<file path="src/sv/nps_pkg.sv">
package nps_pkg;

  localparam int POINTS     = 64;
  localparam int COORD_BITS = 20;
  localparam int COORD_DIMS = 3;

  localparam int PORT_COORD_W = 20;
  localparam int PORT_IDX_W   = 6;
  localparam int PORT_DIST_W  = 42;
  localparam int CFG_W        = 7;

  localparam int IDX_W   = $clog2(POINTS);
  localparam int CNT_W   = $clog2(POINTS + 1);
  localparam int ENTRY_W = COORD_DIMS * COORD_BITS;
  localparam int DIST_W  = 2 * COORD_BITS + 2;

  typedef enum logic {
    OP_LOAD  = 1'b0,
    OP_QUERY = 1'b1
  } nps_op_e;

  typedef struct packed {
    logic             wr_en;
    logic [IDX_W-1:0] wr_addr;
    logic             q_load;
    logic             rd_en;
    logic [IDX_W-1:0] rd_addr;
    logic             rd_first;
    logic             rd_last;
    logic             out_load;
  } nps_cmd_t;

  typedef struct packed {
    logic scan_done;
  } nps_status_t;

  function automatic logic [COORD_BITS-1:0] coord_take(input logic [PORT_COORD_W-1:0] v);
    logic [COORD_BITS-1:0] r;
    r = '0;
    for (int b = 0; b < COORD_BITS; b++) begin
      if (b < PORT_COORD_W) begin
        r[b] = v[b];
      end
    end
    return r;
  endfunction

  function automatic logic [IDX_W-1:0] idx_from_port(input logic [PORT_IDX_W-1:0] v);
    logic [IDX_W-1:0] r;
    r = '0;
    for (int b = 0; b < IDX_W; b++) begin
      if (b < PORT_IDX_W) begin
        r[b] = v[b];
      end
    end
    return r;
  endfunction

  function automatic logic [PORT_IDX_W-1:0] idx_to_port(input logic [IDX_W-1:0] v);
    logic [PORT_IDX_W-1:0] r;
    r = '0;
    for (int b = 0; b < PORT_IDX_W; b++) begin
      if (b < IDX_W) begin
        r[b] = v[b];
      end
    end
    return r;
  endfunction

  // saturates to all ones when the exact distance does not fit the port
  function automatic logic [PORT_DIST_W-1:0] dist_to_port(input logic [DIST_W-1:0] v);
    logic [PORT_DIST_W-1:0] r;
    logic                   ovf;
    r   = '0;
    ovf = 1'b0;
    for (int b = 0; b < DIST_W; b++) begin
      if (b < PORT_DIST_W) begin
        r[b] = v[b];
      end else if (v[b]) begin
        ovf = 1'b1;
      end
    end
    if (ovf) begin
      r = '1;
    end
    return r;
  endfunction

endpackage

</file>
<file path="src/sv/nps_ctrl.sv">
module nps_ctrl (
  input  logic                             clk_i,
  input  logic                             rst_ni,
  input  logic                             in_valid_i,
  output logic                             in_ready_o,
  input  logic                             op_i,
  input  logic [nps_pkg::PORT_IDX_W-1:0]   point_index_i,
  input  logic                             cfg_valid_i,
  input  logic [nps_pkg::CFG_W-1:0]        cfg_point_count_i,
  output logic                             out_valid_o,
  input  logic                             out_ready_i,
  output nps_pkg::nps_cmd_t                cmd_o,
  input  nps_pkg::nps_status_t             status_i
);
  import nps_pkg::*;

  typedef enum logic [1:0] {
    S_IDLE,
    S_SCAN,
    S_WAIT,
    S_OUT
  } state_e;

  state_e           state_q;
  logic [CFG_W-1:0] count_q;
  logic [IDX_W-1:0] k_q;
  logic [IDX_W-1:0] last_q;
  logic             out_valid_q;

  logic [CNT_W-1:0] n_eff;
  logic             in_beat;
  logic             wr_ok;
  logic             out_free;

  always_comb begin
    priority if (count_q == '0) begin
      n_eff = CNT_W'(1);
    end else if (32'(count_q) > 32'(POINTS)) begin
      n_eff = CNT_W'(POINTS);
    end else begin
      n_eff = CNT_W'(count_q);
    end
  end

  assign in_ready_o  = (state_q == S_IDLE);
  assign in_beat     = in_valid_i && in_ready_o;
  assign wr_ok       = 32'(point_index_i) < 32'(POINTS);
  assign out_free    = !out_valid_q || out_ready_i;
  assign out_valid_o = out_valid_q;

  always_comb begin
    cmd_o          = '0;
    cmd_o.wr_en    = in_beat && (op_i == OP_LOAD) && wr_ok;
    cmd_o.wr_addr  = idx_from_port(point_index_i);
    cmd_o.q_load   = in_beat && (op_i == OP_QUERY);
    cmd_o.rd_en    = (state_q == S_SCAN);
    cmd_o.rd_addr  = k_q;
    cmd_o.rd_first = (k_q == '0);
    cmd_o.rd_last  = (k_q == last_q);
    cmd_o.out_load = (state_q == S_OUT) && out_free;
  end

  always_ff @(posedge clk_i or negedge rst_ni) begin
    if (!rst_ni) begin
      state_q     <= S_IDLE;
      count_q     <= CFG_W'(1);
      k_q         <= '0;
      last_q      <= '0;
      out_valid_q <= 1'b0;
    end else begin
      if (cfg_valid_i) begin
        count_q <= cfg_point_count_i;
      end
      if (out_valid_q && out_ready_i && !cmd_o.out_load) begin
        out_valid_q <= 1'b0;
      end
      unique case (state_q)
        S_IDLE: begin
          if (in_beat && (op_i == OP_QUERY)) begin
            k_q     <= '0;
            last_q  <= IDX_W'(n_eff - CNT_W'(1));
            state_q <= S_SCAN;
          end
        end
        S_SCAN: begin
          if (k_q == last_q) begin
            state_q <= S_WAIT;
          end else begin
            k_q <= k_q + IDX_W'(1);
          end
        end
        S_WAIT: begin
          if (status_i.scan_done) begin
            state_q <= S_OUT;
          end
        end
        S_OUT: begin
          if (out_free) begin
            out_valid_q <= 1'b1;
            state_q     <= S_IDLE;
          end
        end
        default: state_q <= S_IDLE;
      endcase
    end
  end

endmodule

</file>
<file path="config.mk">
export PLATFORM = sky130hd
export DESIGN_NAME = nps_ctrl
export DESIGN_NICKNAME = d
export VERILOG_FILES = /design/src/sv/nps_pkg.sv /design/src/sv/nps_ctrl.sv
export SDC_FILE = /design/constraint.sdc
export NUM_CORES = 1
export LEC_CHECK = 0
export BUFFER_PORTS_ARGS = -buffer_cell sky130_fd_sc_hd__buf_2
export CORE_UTILIZATION = 50
export DETAILED_ROUTE_END_ITERATION = 10
export PLACE_DENSITY = 0.78
export SLEW_MARGIN = 20
export SYNTH_ARGS = -nofsm -noshare
export SYNTH_HDL_FRONTEND = slang
export SYNTH_SLANG_ARGS = --single-unit
export TNS_END_PERCENT = 50
</file>
<file path="constraint.sdc">
create_clock -name clk_i -period 2.3 [get_ports clk_i]
set_input_delay 0.46 -clock clk_i [delete_from_list [all_inputs] [get_ports clk_i]]
set_output_delay 0.46 -clock clk_i [all_outputs]
set_load 0.02 [all_outputs]
</file>
Word-level counts from Yosys, hierarchy flattened:

Index checks and enable logic that the tools add are counted.

* logic and storage cells: 47
* bits in registers: 22
* output and inout bits: 20

* mux-type cells: 13
* $lt $le $gt $ge: 1
* equality and inequality tests: 9
* bitwise logic cells: 1
* add/sub/neg operators: 2
* reduce and logical (&&, ||, !) cells: 16

Operators by type and width (count)
* 6-bit two-way mux: 4
* 6-bit one-hot mux with 2 select lines: 1
* 2-bit two-way mux: 4
* 2-bit != test, second input constant: 4
* 2-bit one-hot mux with 4 select lines: 1
* 7-bit greater-than comparator, second input constant: 1
* 7-bit zero test: 1
* 6-bit by 1-bit adder with 6-bit output, second input constant: 1
* 6-bit equality test: 1
* 1-bit logical AND: 6
* 6-bit zero test: 1
* 6-bit by 1-bit subtractor with 6-bit output, second input constant: 1
* 2-bit equality test, second input constant: 2
* 4-bit AND reduction: 1
* 1-bit two-way mux: 3
* 3-bit AND reduction: 1
* 2-bit by 1-bit equality test with 1-bit output, second input constant: 1
* 1-bit zero test: 2
* 2-bit zero test: 1
* 2-bit by 1-bit != test with 1-bit output, second input constant: 1
* 2-bit AND reduction: 1
* 2-bit nonzero test: 1
* 1-bit logical OR: 1
* 1-bit inverter: 1

Depth between registers and ports, before layout:

* depth after elaboration: 8
* gate-level depth with buffers: 9
* gate-level depth less buffers: 9

Worst setup path before layout:

No wires, ideal clock.

* kind: reg2reg
* from: reg k_q[0]
* to: reg state_q[1]
* data arrival time: 1.811 ns
* stages on the path, launching flop included: 7
* data required time: 2.175 ns
* setup slack: 0.363 ns
* path buffers: 1
* library setup time: 0.125 ns
* cell sequence: dfrtp_1 > xnor2_1 > nand4_1 > or2_1 > buf_2 > a221o_2 > mux2_4

* cells in the longest elaborated chain, start to end: 3

Ends and longest elaborated chain
* from (decl): RTL line nps_ctrl.sv:26 `logic [IDX_W-1:0] k_q;`
* from (signal assigned): RTL line nps_ctrl.sv:89 `k_q <= k_q + IDX_W'(1);`
* 6-bit equality test: RTL line nps_ctrl.sv:86 `if (k_q == last_q) begin`
* 2-bit != test (no source line)
* 4-bit AND reduction (no source line)
* to (signal assigned): RTL line nps_ctrl.sv:82 `state_q <= S_SCAN;`
* to (signal assigned): RTL line nps_ctrl.sv:87 `state_q <= S_WAIT;`
* to (signal assigned): RTL line nps_ctrl.sv:94 `state_q <= S_OUT;`
* to (decl): RTL line nps_ctrl.sv:24 `state_e state_q;`

Every way passes these cells.
A chain may end at the register's enable or synchronous reset.

==> flow_metrics.env <==
export IMPL_clockBufferDepth=2
export IMPL_period_minus_slack_ns=2.180
export IMPL_grt_overflow=0
export IMPL_dr_pass1_iters=7
export IMPL_synthDistinctLibCells=36
export IMPL_cts_root_buf="clkbuf_4"
export IMPL_numCtsBuffers=3
export IMPL_end_kind="output port"
export IMPL_run_status="complete, no violations"
export IMPL_p_switching_w=0.0001587
export IMPL_netlist_area_leader_share=0.4078
export IMPL_ys_warn_count=0
export IMPL_cp_arrival_ns=1.72
export IMPL_grt_use_total=0.2071
export IMPL_synth_most_common_cell="dfrtp_1"
export IMPL_r2r_end="k_q[5]"
export IMPL_antenna_cells=0
export IMPL_ant_nets=0
export IMPL_cp_start_kind="flop"
export IMPL_cts_tree="done"
export IMPL_die_y_um=52.77
export IMPL_place_inst=183
export IMPL_max_freq_mhz=458.8
export IMPL_area_growth_pct=12.82
export IMPL_relSlewSlack=0.6683
export IMPL_num_vias=1056
export IMPL_p_clk_frac=0.306
export IMPL_async_flop_share=1.000
export IMPL_synth_area_leaders="dfrtp_1 (41%), mux2_2 (7.0%), ha_1 (6.8%), xnor2_1 (4.8%), o21ai_0 (4.3%)"
export IMPL_std_cell_rows=18
export IMPL_internal_power_w=0.0005315
export IMPL_grt_pass1_wl_um=4126
export IMPL_path_class="flop to output port"
export IMPL_fp_dieW_um=52.77
export IMPL_routedWlPerCell_um=14.16
export IMPL_worstPathRequired_ns=1.84
export IMPL_synth_top_area_cell="dfrtp_1"
export IMPL_wl_um=2648
export IMPL_synthCells=134
export IMPL_critPathMaxFanout=12
export IMPL_grt_pass1_vias=966
export IMPL_htree_levels=1
export IMPL_period_share=0.9477
export IMPL_maxCapViolations=0
export IMPL_die_area_sq_mm=0.002785
export IMPL_tns_ns=0
export IMPL_netSwitchingFraction=0.2300
export IMPL_start_util=0.5250
export IMPL_hold_violations=0
export IMPL_r2r_setup_slack_ns=0.27
export IMPL_netlist_area_sq_mm=0.001289
export IMPL_vias_per_cell=5.647
export IMPL_synth_ff_type="dfrtp_1"
export IMPL_post_cts_setup_buffers=0
export IMPL_worst_r2r_path_depth=7
export IMPL_cts_num_sinks=22
export IMPL_slew_viol_final=0
export IMPL_port_buffers=27
export IMPL_grt_max_degree=23
export IMPL_ys_ff_latch=22
export IMPL_hp_class="input pin to async pin"
export IMPL_synth_edf_count=0
export IMPL_synth_common_cells="dfrtp_1 (21), nand2_1 (13), o21ai_0 (11)"
export IMPL_place_congestion=0.8815
export IMPL_skew_ns=0.001331
export IMPL_worstSkewPairLatency_ns=0.30
export IMPL_multi_input_area_sq_um=650.6
export IMPL_setup_violations=0
export IMPL_worstMarginPinSlew_ns=0.4975
export IMPL_core_area_sq_mm=0.002455
export IMPL_power_frac_comb=0.093
export IMPL_antenna_found_initial=0
export IMPL_fill_cells=225
export IMPL_io_pins=40
export IMPL_finalPower_w=0.0006902
export IMPL_drc_errors=0
export IMPL_synthesis_nets=161
export IMPL_seqPwrFrac=0.601
export IMPL_syn_area_per_cell_sq_um=9.617
export IMPL_rsz0062_at_grt="false"
export IMPL_ys_seq_area_frac=0.4282
export IMPL_drtIter0Drc=28
export IMPL_clkSlewWorstSetupHoldPaths_ns=0.12
export IMPL_instances_no_fill=187
export IMPL_register_area_sq_um=553.0
export IMPL_leakagePower_nw=0.7214
export IMPL_power_density_mw_per_mm2=474.7
export IMPL_layout_drive_gt1_share=0.2994
export IMPL_fin_nets=185
export IMPL_dpl_hpwl_um=2060
export IMPL_ir_drop_mv=0.3876
export IMPL_r2r_start="state_q[1]"
==> registers in the layout, indices dropped and copies added, names as in the netlist <==
name / flops
out_valid_o: 1
k_q: 6
state_q: 2
last_q: 6
count_q: 7
==> metrics by stage <==
stage	hold slack, ns	utilization	instance area (sq um)	setup WS (ns)
3_5_place_dp	0.4555	0.5749	1411	0.3520
3_3_place_gp	0.4496	0.5749	1411	0.4276
2_1_floorplan	0.1644	-	1289	0.3634
5_1_grt	0.1212	0.5923	1454	0.02748
6_report	0.1015	0.5923	1454	0.1203
4_1_cts	0.1128	0.5897	1448	0.09395
==> critical path, cell delays in order (launching register included) <==
cell	delay, ns
dfrtp_1	0.44
inv_1	0.11
ha_2	0.23
nand3_1	0.14
buf_4	0.21
inv_1	0.10
buf_2	0.18
==> worst max-delay path by stage <==
stage                     from          to  slack, ns
floorplan               k_q[0]  state_q[1]       0.36
global placement    state_q[1]      k_q[5]       0.43
detailed placement      k_q[2]  state_q[1]       0.35
CTS                 state_q[1]   cmd_o[10]       0.09
global route            k_q[2]    cmd_o[1]       0.03
finish              state_q[1]   cmd_o[10]       0.12
==> power groups by stage <==
| stage | Combinational [W] | Clock (W) | Sequential (W) |
|---|---|---|---|
| 6_report | 0.0000644 | 0.000211 | 0.000415 |
| 3_3_place_gp | 0.0000610 | 0 | 0.000421 |
| 4_1_cts | 0.0000655 | 0.000216 | 0.000415 |
| 3_5_place_dp | 0.0000651 | 0 | 0.000422 |
| 5_1_grt | 0.0000715 | 0.000234 | 0.000418 |
| 2_1_floorplan | 0.0000550 | 0 | 0.000418 |
==> cells in the final DEF (no fill, tap or decap), types with 2 or more instances in the layout <==
cell type	n
buf_2	27
dfrtp_1	20
nand2_1	13
o21ai_0	11
nor2_1	9
inv_1	9
mux2_2	8
xnor2_1	7
ha_1	6
nand2b_1	5
a21oi_1	5
nand3_1	3
nand4_1	3
or3_1	3
clkbuf_4	3
o211ai_1	2
==> per-layer routing <==
layer,track usage,up-vias,wire [um]
li1,-,501,-
met1,0.2468,510,1123
met2,0.3544,43,1375
met3,0.04058,2,133
met4,0.09649,0,15
met5,0,-,0
==> area by class of cell <==
class,count,area share
tap,30,0.02582
multi-input combinational,94,0.4475
clock buffer,4,0.02496
timing repair buffer,28,0.09811
sequential,22,0.3804
inverter,9,0.02324
==> cell families (layout without fill, tap and decap cells) <==
| group | after synthesis | after routing | synth area share |
|---|---|---|---|
| buf+inv | 18 | 41 | 0.07087 |
| flops | 22 | 22 | 0.4282 |
| mux | 10 | 10 | 0.08932 |
| simple gates | 43 | 43 | 0.1641 |
| fa+ha+maj | 7 | 7 | 0.06796 |
| compound gates | 26 | 26 | 0.1252 |
| xor+xnor | 8 | 8 | 0.05437 |
==> timing repair <==
| item | in CTS | in global routing |
|---|---|---|
| resized for setup | 0 | 3 |
| endpoints found under the setup margin | 0 | 2 |
| hold buffers | 0 | 0 |
(Power assumes the default switching activity.)
